$ cat src/hw/rtl/grid_first_fit_rect_allocator_defines.svh
// ----------------------------------------------------------------------------
// Assertion macros for the grid first-fit rectangle allocator.
// Each macro expands to one labeled concurrent assertion.
// ----------------------------------------------------------------------------
`ifndef GRID_FIRST_FIT_RECT_ALLOCATOR_DEFINES_SVH
`define GRID_FIRST_FIT_RECT_ALLOCATOR_DEFINES_SVH

// Consequent must hold in the same cycle as the antecedent.
`define GFFRA_ASSERT_SAME(label, clk, rst, ante, cons, msg) \
   label: assert property (@(posedge clk) disable iff (rst) (ante) |-> (cons)) \
      else $error(msg);

// Consequent must hold in the cycle after the antecedent.
`define GFFRA_ASSERT_NEXT(label, clk, rst, ante, cons, msg) \
   label: assert property (@(posedge clk) disable iff (rst) (ante) |=> (cons)) \
      else $error(msg);

`endif

$ cat src/hw/rtl/gffra_pkg.sv
// ----------------------------------------------------------------------------
// gffra_pkg
// Shared constants, types and codes of the grid first-fit rectangle allocator.
// ----------------------------------------------------------------------------
`timescale 1ns / 1ps
`default_nettype none

package gffra_pkg;

   localparam int GRID_CELLS   = 64;
   localparam int CELL_PIXELS  = 4;
   localparam int MARGIN_CELLS = 2;

   localparam int IDX_W      = $clog2(GRID_CELLS);
   localparam int EXT_W      = IDX_W + 1;
   localparam int CFG_W      = 7;
   localparam int DIM_W      = 9;
   localparam int SIZE_W     = 8;
   localparam int ORG_W      = 8;
   localparam int CSR_IDX_W  = 2;
   localparam int CELL_SHIFT = $clog2(CELL_PIXELS);

   typedef logic [IDX_W-1:0]      cell_idx_type;
   typedef logic [EXT_W-1:0]      extent_type;
   typedef logic [GRID_CELLS-1:0] row_type;

   localparam logic [CSR_IDX_W-1:0] CSR_GRID_COLS = 2'd0;
   localparam logic [CSR_IDX_W-1:0] CSR_GRID_ROWS = 2'd1;

   typedef enum logic [2:0] {
      ST_IDLE,
      ST_XCHK,
      ST_SCAN,
      ST_MPREP,
      ST_MRD,
      ST_MWR,
      ST_DONE
   } state_type;

   typedef struct packed {
      logic         re;
      cell_idx_type raddr;
      logic         we;
      cell_idx_type waddr;
      row_type      wdata;
   } mem_cmd_type;

   typedef struct packed {
      logic             found;
      logic [ORG_W-1:0] origin_x;
      logic [ORG_W-1:0] origin_y;
   } result_type;

endpackage

`default_nettype wire

$ cat src/hw/rtl/gffra_map_mem.sv
// ----------------------------------------------------------------------------
// gffra_map_mem
// Free map memory, one row of cells per word, with per-row valid bits so that
// a row never written reads as all free.
// ----------------------------------------------------------------------------
`timescale 1ns / 1ps
`default_nettype none

module gffra_map_mem (
   input  wire logic                   clock,
   input  wire logic                   reset,
   input  wire gffra_pkg::mem_cmd_type cmd,
   output      gffra_pkg::row_type     rdata
);

   gffra_pkg::row_type                  mem [gffra_pkg::GRID_CELLS];
   logic [gffra_pkg::GRID_CELLS-1:0]    row_valid_ff;
   gffra_pkg::row_type                  rdata_ff;
   logic                                rvalid_ff;

   always_ff @(posedge clock) begin
      if (cmd.we) begin
         mem[cmd.waddr] <= cmd.wdata;
      end
      if (cmd.re) begin
         rdata_ff <= mem[cmd.raddr];
      end
   end

   always_ff @(posedge clock) begin
      if (reset) begin
         row_valid_ff <= '0;
         rvalid_ff    <= 1'b0;
      end else begin
         if (cmd.we) begin
            row_valid_ff[cmd.waddr] <= 1'b1;
         end
         if (cmd.re) begin
            rvalid_ff <= row_valid_ff[cmd.raddr];
         end
      end
   end

   assign rdata = rvalid_ff ? rdata_ff : '1;

endmodule

`default_nettype wire

$ cat config.mk
export PLATFORM = sky130hd
export DESIGN_NAME = gffra_map_mem
export DESIGN_NICKNAME = d
export VERILOG_FILES = /design/src/hw/rtl/grid_first_fit_rect_allocator_defines.svh /design/src/hw/rtl/gffra_pkg.sv /design/src/hw/rtl/gffra_map_mem.sv
export SDC_FILE = /design/constraint.sdc
export NUM_CORES = 2
export LEC_CHECK = 0
export ABC_CLOCK_PERIOD_IN_PS = 18700
export BUFFER_PORTS_ARGS = -buffer_cell sky130_fd_sc_hd__buf_2
export CORE_UTILIZATION = 44
export DETAILED_ROUTE_END_ITERATION = 6
export PLACE_DENSITY = 0.63
export RECOVER_POWER = 50
export SLEW_MARGIN = 0
export SYNTH_ARGS = -nofsm -noshare
export SYNTH_HDL_FRONTEND = slang
export SYNTH_SLANG_ARGS = --single-unit
$ cat constraint.sdc
create_clock -name clock -period 18.7 [get_ports clock]
set_input_delay 1.87 -clock clock [delete_from_list [all_inputs] [get_ports clock]]
set_output_delay 1.87 -clock clock [all_outputs]
set_load 0.05 [all_outputs]
# ---- Word level (Yosys, flattened, before mapping)
# Memory sizes are Yosys's and may differ from the RTL's. A register that Yosys moved wholly into a read port is not among the register bits.
# Index checks and enable logic that the tools add are counted.
dict set report op_classes {
  add_sub_neg 0
  n_mul 0
  div_mod_pow 0
  n_lt_le_gt_ge 3
  n_eq_ne 0
  shift 0
  muxes 7
  bitwise_logic 1
  n_reduce_logical 1
}
# op n
set op_table {}
lappend op_table {{$mux W64} 1}
lappend op_table {{$or A64 B64 Y64} 1}
lappend op_table {{$lt A6 B7 Y1 const B} 2}
lappend op_table {{$bmux W1 S6} 1}
lappend op_table {{$demux W1 S6} 1}
lappend op_table {{$ge A6 B1 Y1 const B} 1}
lappend op_table {{$mux W1} 4}
lappend op_table {{$logic_and A1 B1 Y1} 1}
dict set report totals {
  ff_bits 65
  latchBits 0
  ramBits 4096
  rom_bits 0
  input_bits 80
  out_inout_bits 64
  word_cells 15
  mem_count 1
}
# name depth word_bits rd rd_clocked_by_memory_dff wr line
set memory_table {}
lappend memory_table {mem 64 64 1 1 1 gffra_map_mem.sv:16} ;# gffra_pkg::row_type mem [gffra_pkg::GRID_CELLS];

# ---- Longest topological paths before layout
dict set report logic_depth {
  word_depth 5
  ltp_mapped 9
  depth_no_buf 5
}

# ---- Worst setup path after synthesis
# OpenSTA, ideal clock, no wires.
dict set report synth_timing {
  path_type {input to register}
  start {in cmd[70] (netlist name)}
  end {mem mem[40][0] (netlist name), enable pin}
  setup_ns 0.567
  t_arrival_ns 6.747
  required_ns 18.133
  slack_ns 11.386
  path_stages 3
  n_path_buf 0
  path_cell_list {nor2b_1 -> nand3_1 -> nor3_1}
}
dict set report synth_between {
  elab_chain_cells 2
}
# item line
set synth_rtl {}
lappend synth_rtl {{start, declared} gffra_map_mem.sv:12} ;# input wire gffra_pkg::mem_cmd_type cmd,
lappend synth_rtl {{$mux W1} gffra_map_mem.sv:22} ;# if (cmd.we) begin
lappend synth_rtl {{$mux W1 (not written as such)} gffra_map_mem.sv:23} ;# mem[cmd.waddr] <= cmd.wdata;
lappend synth_rtl {{end, declared} gffra_map_mem.sv:16}
# No other way between the ends.

==> results <==
- TritonCTS built the clock tree.
- At the pin with the least slew margin, the transition time is 4442 ps.
- The via count of the first global-routing pass is 74860.
- The worst supply voltage drop on vdd is 0.00008105 V.
- Setup violations remaining at the end of the flow were counted as 0.
- For this run, the number of Yosys warnings is 0.
- The number of antenna violations at the first check in global routing is 33.
- The first-pass GRT wire length is 601.7 mm.
- Among the stages of the critical path, the cell type that occurs most often is sky130_fd_sc_hd__clkbuf_1.
- Setup repair after global routing left no endpoint under its margin.
- The synthesized netlist net count is 6460.
- In the global route stage, overall resource usage came out at 0.2375.
- Walking the worst path, the cells encountered are clkbuf_1, clkbuf_1, o41ai_1, a21oi_1, a311oi_1.
- The number of DRC violations after detailed-routing iteration 0 is 11340.
- The wire-length estimate of the detail-placed layout is 221.3 mm.
- The synthesis-to-layout area growth is 12.67%.
- Data on the critical path arrives at its endpoint at 8750 ps.
- The highest-delay cell along the critical path is sky130_fd_sc_hd__clkbuf_1.
- The max-capacitance violation count is 75.
- In the final layout, the share of cells above drive strength 1 is 0.3079.
- The static leakage is 54.99 nW.
- The path type of the worst min-delay path is reg2reg.
- The maximum number of pins on one net before global-route repair is 123.
- The distinct cell type count after synthesis is 32.
- Post-CTS timing repair inserted 0 buffers for setup.
- Dividing the detail-routed wire length by the instance count gives 36.54 µm.
- In this run, CTS created clock tree buffers numbering 415.
- Dividing the synthesized area by the synthesized cell count gives 25.03 µm².
- The post-synthesis sequential area ratio is 0.7904.
- Once detail routing completed, the nets flagged for antenna violations numbered 0.
- The combined area of all synthesized cells is 159700 µm².
- The congestion estimate from routability-driven global placement came to 0.7929.
- The aggregate global routing overflow is 0.
- For this run, the top clock speed supported by timing is 125.4 MHz.
- The worst setup path is launched from a primary input.
- The relative slew slack is -1.961.
- Measured along the x axis, the die boundary spans 604.4 µm.
- The later pin in the worst-skew pair is clocked with a latency of 970 ps.
- The root buffer cell chosen for the clock tree is sky130_fd_sc_hd__clkbuf_16.
- The initialized floorplan defines 220 standard-cell rows.
- The longest individual stage delay on the worst path is 3280 ps.
- The run finished, with violations left.
- The hold violation total from the final report was 0.
- The capturing element type of the critical path is a flip-flop.
- Clock-pin slew was measured on the worst setup and hold paths at 60 ps.
- The count of vias placed by the detailed router is 75330.
- The setup clock skew after layout is 50.17 ps.
- After detailed routing, the number of vias per cell comes to 6.316.
- The post-cts repair resize count is 0.
- The total of flip-flops plus latches after synthesis is 4225.
- The filler cell count in the final layout is 27880.
- The clock tree synthesis step divided the H-tree into 5 levels.
- The smallest clock period supported by the final layout is computed as 7973 ps.
- The most common library cell in the layout ignoring fill and taps is sky130_fd_sc_hd__edfxtp_1.
- For this run, asynchronously set or reset flops after synthesis account for 0.
- Before antenna repair, the detailed router went through 6 iterations.
- The floorplan step defined a core boundary enclosing 360000 µm².
- The final max-slew violation count is 4390.
- For the final routed database, the setup TNS stands at 0 ps.
- The checks that failed: capacitance limit, slew limit.
- After detailed routing, the number of remaining DRC violations is 0.
- The number of I/O pins is 144.
- The die outline area is 365300 µm².
- The initial core utilization is 0.4435.
- Leaving out fill and tap cells, the most frequent cells in the layout are sky130_fd_sc_hd__edfxtp_1 (4160), sky130_fd_sc_hd__mux4_2 (1290), sky130_fd_sc_hd__clkbuf_16 (422).
- CTS saw 4225 sinks.
- STA puts the critical path data required time at 19470 ps.
- The maximum fanout count along the critical path is 36.
- In the final design database the tool counted 6879 nets.
- In this design, the largest share of critical-path delay is due to buffers and inverters.
- The floorplan die height is 604.4 µm.
- Summing internal, switching and leakage power gives 19.54 mW.
- Input and output buffers added on the ports amount to 143.
- Hold repair after CTS inserted 0 buffers.
- The most used flip-flop cell after synthesis is sky130_fd_sc_hd__edfxtp_1.
- The post-detailed-routing wire length is 435.8 mm.
- In this run, synthesis inferred 4160 flip-flops with an integrated enable.
- The longest clock path from root to sink contains 4 buffers.
- Synthesis handed over a netlist of 6380 instances.
- The share of the cycle needed by the critical path after routing is 0.4264.
- Together, buffers and inverters on the worst path number 2.
- The type of the setup path with the least slack is in2reg.
- The power per unit of standard cell area is 108.6 nW/µm².
[synth_stat cells, types with 2 or more instances]
master	instances	area [µm²]
sky130_fd_sc_hd__a311oi_1	2	17.52
sky130_fd_sc_hd__mux4_2	1290	29050
sky130_fd_sc_hd__o22ai_1	2	12.51
sky130_fd_sc_hd__edfxtp_1	4160	124900
sky130_fd_sc_hd__nand2b_1	73	456.7
sky130_fd_sc_hd__buf_4	24	180.2
sky130_fd_sc_hd__buf_1	50	187.7
sky130_fd_sc_hd__buf_6	13	146.4
sky130_fd_sc_hd__nand3_1	10	50.05
sky130_fd_sc_hd__clkbuf_1	169	634.4
sky130_fd_sc_hd__nor2b_1	15	93.84
sky130_fd_sc_hd__o21ba_2	4	40.04
sky130_fd_sc_hd__mux2_2	5	56.30
sky130_fd_sc_hd__nand4_1	2	12.51
sky130_fd_sc_hd__dfxtp_1	65	1301
sky130_fd_sc_hd__nand2_1	73	274.0
sky130_fd_sc_hd__a2111oi_0	3	26.28
sky130_fd_sc_hd__mux2i_1	2	20.02
sky130_fd_sc_hd__nor2_1	186	698.2
sky130_fd_sc_hd__a22oi_1	130	975.9
sky130_fd_sc_hd__a211oi_1	3	22.52
sky130_fd_sc_hd__nor3_1	4	20.02
sky130_fd_sc_hd__and2_1	2	12.51
sky130_fd_sc_hd__nor4_1	2	12.51
sky130_fd_sc_hd__buf_2	84	420.4
[per-layer routing]
metal | global-route usage | up-vias | share of wire
met5 | 0 | - | 0.00016
met4 | 0.07477 | 10 | 0.034
met3 | 0.04026 | 805 | 0.099
met2 | 0.3739 | 4304 | 0.47
met1 | 0.3416 | 41630 | 0.39
li1 | - | 28580 | -
[cell type report]
class	instances	area [µm²]	share of cell area
Timing Repair Buffer	342	2207	0.01227
Multi-Input combinational cell	1815	32360	0.1798
Sequential cell	4225	126200	0.7015
Clock inverter	264	2265	0.01259
Antenna cell	10	25.02	0.0001391
Clock buffer	499	10880	0.06046
Tap cell	4773	5972	0.03319
[through the flow]
step | worst slack (ps) | util | instance area, µm² | cells | hold slack, ps
4_1_cts | 12000 | 0.5001 | 180100 | 11920 | 466.3
5_1_grt | 10680 | 0.4997 | 179900 | 11930 | 488.6
2_1_floorplan | 11390 | - | 159700 | 6380 | 432.3
6_report | 10730 | 0.4997 | 179900 | 11930 | 464.1
3_5_place_dp | 10980 | 0.4636 | 166900 | 11160 | 452.6
3_3_place_gp | 11000 | 0.4636 | 166900 | 11160 | 443.5
[worst reg2reg max path, cell delays in order (launching register included)]
cell and delay, ps:
sky130_fd_sc_hd__edfxtp_1 370, sky130_fd_sc_hd__mux4_2 470, sky130_fd_sc_hd__mux4_2 480, sky130_fd_sc_hd__a22oi_1 700, sky130_fd_sc_hd__nand2_1 220
[state kept, by name, indices dropped and copies added (netlist names)]
name          count
mem            4096
rdata_ff         64
row_valid_ff     64
rvalid_ff         1
[cells by family (layout without fill, tap and decap cells)]
group | Yosys count | in the layout | share of synthesized area
buffers and inverters | 340 | 1105 | 0.009825
AOI/OAI and AO/OA | 149 | 149 | 0.007067
other | 0 | 10 | 0
DFF | 4225 | 4225 | 0.7904
and+or+nand+nor | 369 | 369 | 0.01030
muxes | 1297 | 1297 | 0.1824
[power by group]
group          leakage (nW)  switching (mW)  internal, mW  total [mW]
sequential             38.0          0.0323          10.5        10.5
clock                  6.41            3.54          4.61        8.15
combinational          10.6           0.512         0.342       0.853
[path summary, 6_finish.rpt]
path | startpoint | endpoint | slack (ps) | depth (start not counted)
setup / recovery | cmd[77] | rvalid_ff | 10730 | 5
hold / removal | row_valid_ff[13] | row_valid_ff[13] | 460 | 2
hold reg to reg | row_valid_ff[13] | row_valid_ff[13] | 460 | 2
setup reg to reg | mem[22][3] | rdata_ff[3] | 16190 | 4
(Power assumes the default switching activity.)
